## src/rtl/clpm_pkg.sv

```systemverilog
// Shared types and constants of the circular list pool manager.
package clpm_pkg;

  // Index space of the link fields and the number of pool entries in use
  localparam int INDEX_SPACE = 128;
  localparam int IDX_W       = 7;
  localparam int DATA_W      = 32;
  localparam int POOL_SIZE   = 128;
  localparam int REACH       = (POOL_SIZE < INDEX_SPACE) ? POOL_SIZE : INDEX_SPACE;
  localparam int STEP_W      = $clog2(REACH + 1);

  // Free search groups the use flags by eight
  localparam int GRP_W     = 8;
  localparam int GRP_BIT_W = $clog2(GRP_W);
  localparam int NUM_GRP   = INDEX_SPACE / GRP_W;
  localparam int GRP_IDX_W = $clog2(NUM_GRP);

  typedef enum logic [1:0] {
    REQ_APPEND  = 2'd0,
    REQ_DELETE  = 2'd1,
    REQ_REVERSE = 2'd2,
    REQ_READ    = 2'd3
  } req_e;

  // Write ports of the node store
  typedef struct packed {
    logic                    next_we;
    logic [IDX_W-1:0]        next_addr;
    logic [IDX_W-1:0]        next_data;
    logic                    prev_we;
    logic [IDX_W-1:0]        prev_addr;
    logic [IDX_W-1:0]        prev_data;
    logic                    data_we;
    logic [IDX_W-1:0]        data_addr;
    logic [DATA_W-1:0]       data_val;
  } store_wr_t;

  // Update of the use flags
  typedef struct packed {
    logic             set;
    logic             clr;
    logic [IDX_W-1:0] idx;
  } use_upd_t;

endpackage

```

## src/rtl/clpm_free_find.sv

```systemverilog
// Use flags of the pool and a two-stage search for the lowest free entry.
module clpm_free_find
  import clpm_pkg::*;
(
  input  logic             clk_i,
  input  logic             rst_ni,
  input  use_upd_t         upd_i,
  output logic             found_o,
  output logic [IDX_W-1:0] free_idx_o
);

  logic [INDEX_SPACE-1:0] in_use_q;
  logic [INDEX_SPACE-1:0] avail;
  logic [NUM_GRP-1:0]     grp_free;
  logic [GRP_IDX_W-1:0]   grp_d, grp_q;
  logic                   any_d, any_q;
  logic [GRP_W-1:0]       grp_bits;
  logic [GRP_BIT_W-1:0]   bit_sel;

  // Use flags, cleared at reset
  always_ff @(posedge clk_i or negedge rst_ni) begin
    if (!rst_ni) begin
      in_use_q <= '0;
    end else if (upd_i.set) begin
      in_use_q[upd_i.idx] <= 1'b1;
    end else if (upd_i.clr) begin
      in_use_q[upd_i.idx] <= 1'b0;
    end
  end

  // Entries beyond the reachable range never count as free
  always_comb begin
    for (int i = 0; i < INDEX_SPACE; i++) begin
      avail[i] = ~in_use_q[i] && (i < REACH);
    end
    for (int g = 0; g < NUM_GRP; g++) begin
      grp_free[g] = |avail[g*GRP_W +: GRP_W];
    end
  end

  // Stage one: lowest group with a free entry
  always_comb begin
    grp_d = '0;
    any_d = 1'b0;
    for (int g = NUM_GRP - 1; g >= 0; g--) begin
      if (grp_free[g]) begin
        grp_d = GRP_IDX_W'(g);
        any_d = 1'b1;
      end
    end
  end

  always_ff @(posedge clk_i or negedge rst_ni) begin
    if (!rst_ni) begin
      grp_q <= '0;
      any_q <= 1'b0;
    end else begin
      grp_q <= grp_d;
      any_q <= any_d;
    end
  end

  // Stage two: lowest free entry inside the chosen group
  always_comb begin
    grp_bits = avail[grp_q*GRP_W +: GRP_W];
    bit_sel  = '0;
    for (int b = GRP_W - 1; b >= 0; b--) begin
      if (grp_bits[b]) begin
        bit_sel = GRP_BIT_W'(b);
      end
    end
  end

  assign found_o    = any_q & (|grp_bits);
  assign free_idx_o = {grp_q, bit_sel};

endmodule

```

## config.mk

```make
export PLATFORM = sky130hd
export DESIGN_NAME = clpm_free_find
export DESIGN_NICKNAME = d
export VERILOG_FILES = /design/src/rtl/clpm_pkg.sv /design/src/rtl/clpm_free_find.sv
export SDC_FILE = /design/constraint.sdc
export NUM_CORES = 1
export LEC_CHECK = 0
export ABC_AREA = 1
export BUFFER_PORTS_ARGS = -buffer_cell sky130_fd_sc_hd__buf_2
export CORE_UTILIZATION = 68
export CTS_CLUSTER_SIZE = 28
export DETAILED_ROUTE_END_ITERATION = 8
export PLACE_DENSITY = 0.86
export SLEW_MARGIN = 25
export SYNTH_ARGS = -nofsm -noshare
export SYNTH_HDL_FRONTEND = slang
export SYNTH_SLANG_ARGS = --single-unit
```

## constraint.sdc

```tcl
create_clock -name clk_i -period 3.05 [get_ports clk_i]
set_input_delay 0.61 -clock clk_i [delete_from_list [all_inputs] [get_ports clk_i]]
set_output_delay 0.61 -clock clk_i [all_outputs]
set_load 0.01 [all_outputs]
```

==> run_results.csv <==
group,metric,value,unit
sta,hold_viol,0,
critical_path,ff2ff_path_depth,6,
logic_synthesis,synth-adder-area-share,0,%
logic_synthesis,synthMuxAreaShare,0.557,%
placement,pre_cts_slack,474,ps
detailed_routing,ant_nets,0,
run_status,outcome,"complete, but fails checks",
logic_synthesis,synth_seq_cells,133,
global_route,grt_pass1_wl,34.6,mm
clock_network,cts.sinks,133,
global_route,antenna_found_initial,0,
clock_network,cts_buffers,17,
detailed_routing,dr.pass1.iters,6,
logic_synthesis,yosysSeqAreaShare,46.3,%
logic_synthesis,yosys.area_share.simple,15.1,%
clock_network,clockBufferDepth,2,
sta,rsz0062_at_grt,"true",
clock_network,clk_latency,550,ps
logic_synthesis,synth_area,0.00719,sq mm
final_layout,syn_to_final_growth,15.7,%
critical_path,cp.arrival,2540,ps
logic_synthesis,netlist_instances,841,
final_layout,final_common_cell,"dfrtp_1",
placement,place_hpwl,13.5,mm
sta,final.setup.tns,-170,ps
logic_synthesis,synth_top_family_by_area,"compound AO/OA/AOI/OAI gates",
detailed_routing,drc,0,
power_and_ir_drop,p_leak,3.37,nW
final_layout,fillers,638,
critical_path,critPathCaptureType,"primary output",
final_layout,multi_input_area,0.00344,sq mm
floorplanning,ioPinCount,19,
global_route,grt_use_total,41.2,%
sta,setup_ws,-97.1,ps
floorplanning,fp.coreArea,0.0103,sq mm
sta,hold_ws,511,ps
logic_synthesis,syn_nets,852,
placement,portBuffers,18,
critical_path,critPathKind,"register to primary output",
run,timing.max_cap.violations,0,
floorplanning,die_x,105,microns
detailed_routing,via_per_inst,7.23,
floorplanning,die_area,0.0110,sq mm
critical_path,cp.required,2440,ps
logic_synthesis,synth_area_leaders,"dfrtp_1 46%, a31oi_1 10%, a21oi_1 8.8%",
critical_path,cp_max_fo,8,
logic_synthesis,synth_top_area_cell,"dfrtp_1",
worst_hold_path,hold_path_class,"input port to asynchronous set/reset pin",
global_route,grt_pass1_vias,6526,
critical_path,start_kind,"register",
global_route,grt_max_degree,72,
clock_network,htree_levels,4,
final_layout,finalNetCount,861,
final_layout,regArea,0.00333,sq mm
sta,fin_crit_sh,103,%
sta,max_freq,0.318,GHz
detailed_routing,drt_wl_total,22.7,mm
run_status,violations,"negative setup slack",
floorplanning,die_y,105,microns
global_route,globalRouteOverflowTotal,0,
clock_network,clkTransAtPathRegs,70,ps
logic_synthesis,synth.distinct_cells,32,
clock_network,cts_tree,"built",
sta,tightest_slew,1010,ps
sta,skew,9.54,ps
sta,fin_crit,3150,ps
logic_synthesis,yosysTopAreaCellShare,46.3,%
sta,slew_headroom,32.5,%
sta,drv_slew,0,
detailed_routing,wl_per_cell,22.7,microns
clock_network,root_buffer,"clkbuf_8",
power_and_ir_drop,p_per_area,625,mW/mm^2
power_and_ir_drop,peakVddDrop,0.000536,V
detailed_routing,via_count,7220,
final_layout,layout-drive-gt1-share,17.6,%
logic_synthesis,post_synth.cell_area_avg,8.55,sq um
floorplanning,std_cell_rows,37,
logic_synthesis,synth_compound_area_share,30.2,%
sta,setup_viol,4,
placement,gp_congestion,1.03,
floorplanning,start_util,70.0,%
detailed_routing,drt_iter0_drc,920,
logic_synthesis,synthXorXnorAreaFrac,0,%
logic_synthesis,synth_warnings,0,
final_layout,mostFrequentLayoutCells,"131 x dfrtp_1, 126 x a21oi_1, 118 x a31oi_1",
final_layout,antenna_cells,0,
## power breakdown
group          leakage [nW]  internal [mW]  switching, mW  total (mW)
combinational          1.38          0.292          0.467       0.759
clock                 0.273           1.25          0.834        2.08
sequential             1.72           2.06          0.297        2.36
total                  3.37           3.60           1.60        5.20
## cells by family (layout without fill, tap and decap cells)
group	after synthesis	after routing
compound gates	372	372
buf+inv	109	131
flops	133	133
mux	4	4
simple gates	223	223
## routing by layer
layer / wire (microns) / GRT usage, %
met5: 0 / 0
met4: 963 / 20.4
met3: 2740 / 9.79
met2: 10500 / 62.4
met1: 8440 / 56.1
## per-stage QoR
step,area [sq um],std cells,power (mW),utilization (%)
2_1_floorplan,7190,841,2.77,-
3_3_place_gp,7310,953,3.00,71.1
3_5_place_dp,7310,953,3.06,71.1
4_1_cts,7980,988,5.12,77.6
5_1_grt,8320,999,5.38,81.0
6_report,8320,999,5.20,81.0
## final timing paths
kind,slack (ps),end,start
worst max-delay path,-100,free_idx_o[1],grp_q[0]$_DFF_PN0_
worst min-delay path,510,asynchronous set/reset pin,rst_ni
worst max register to register,1280,grp_q[3]$_DFF_PN0_,register
worst min register to register,530,register,register
max in group asynchronous,1810,grp_q[0]$_DFF_PN0_,rst_ni
min in group clk_i,530,register,register
## cell type report
| type | count | area share (%) |
|---|---|---|
| clock buffer | 17 | 4.98 |
| multi-input combinational | 599 | 41.3 |
| inverter | 36 | 1.91 |
| clock inverter | 15 | 2.17 |
| tap | 136 | 2.04 |
| timing repair buffer | 63 | 7.56 |
| sequential | 133 | 40.0 |
## cell usage after synthesis
master,count
o211ai_2,1
nor4_4,8
buf_2,29
buf_6,11
or2_2,1
nor3_1,13
o21ai_1,4
buf_4,7
nor2_4,1
a21oi_2,6
dfrtp_1,133
a31oi_2,6
o21ai_0,75
a21oi_1,127
nand2_1,70
inv_1,31
o21bai_1,1
nor2_1,93
nand3_1,8
a21boi_1,2
o22ai_1,11
inv_6,1
nand4_1,23
o211ai_1,10
o221ai_1,11
a31oi_1,118
mux2i_1,4
inv_4,2
clkbuf_1,26
nor3_2,1
nor4_1,5
inv_2,2
## critical path, stage by stage, from the launching register on
cell,delay (ps)
dfrtp_2,490
inv_8,150
buf_8,130
nor2_1,70
o22ai_1,270
o22ai_2,140
o21ai_2,210
nand2_2,100
a31oi_1,190
nor2_1,90
buf_2,140
## repair_timing
item / in CTS / in global routing
resized for setup: 7 / 58
pin swaps: 0 / 15
hold buffers: 1 / 0
cloned: 1 / 7
endpoints found under the hold margin: 23 / 0
endpoints found under the setup margin: 4 / 4
buffers inserted: 1 / 4
No activity file was read; power rests on OpenSTA's default activity.
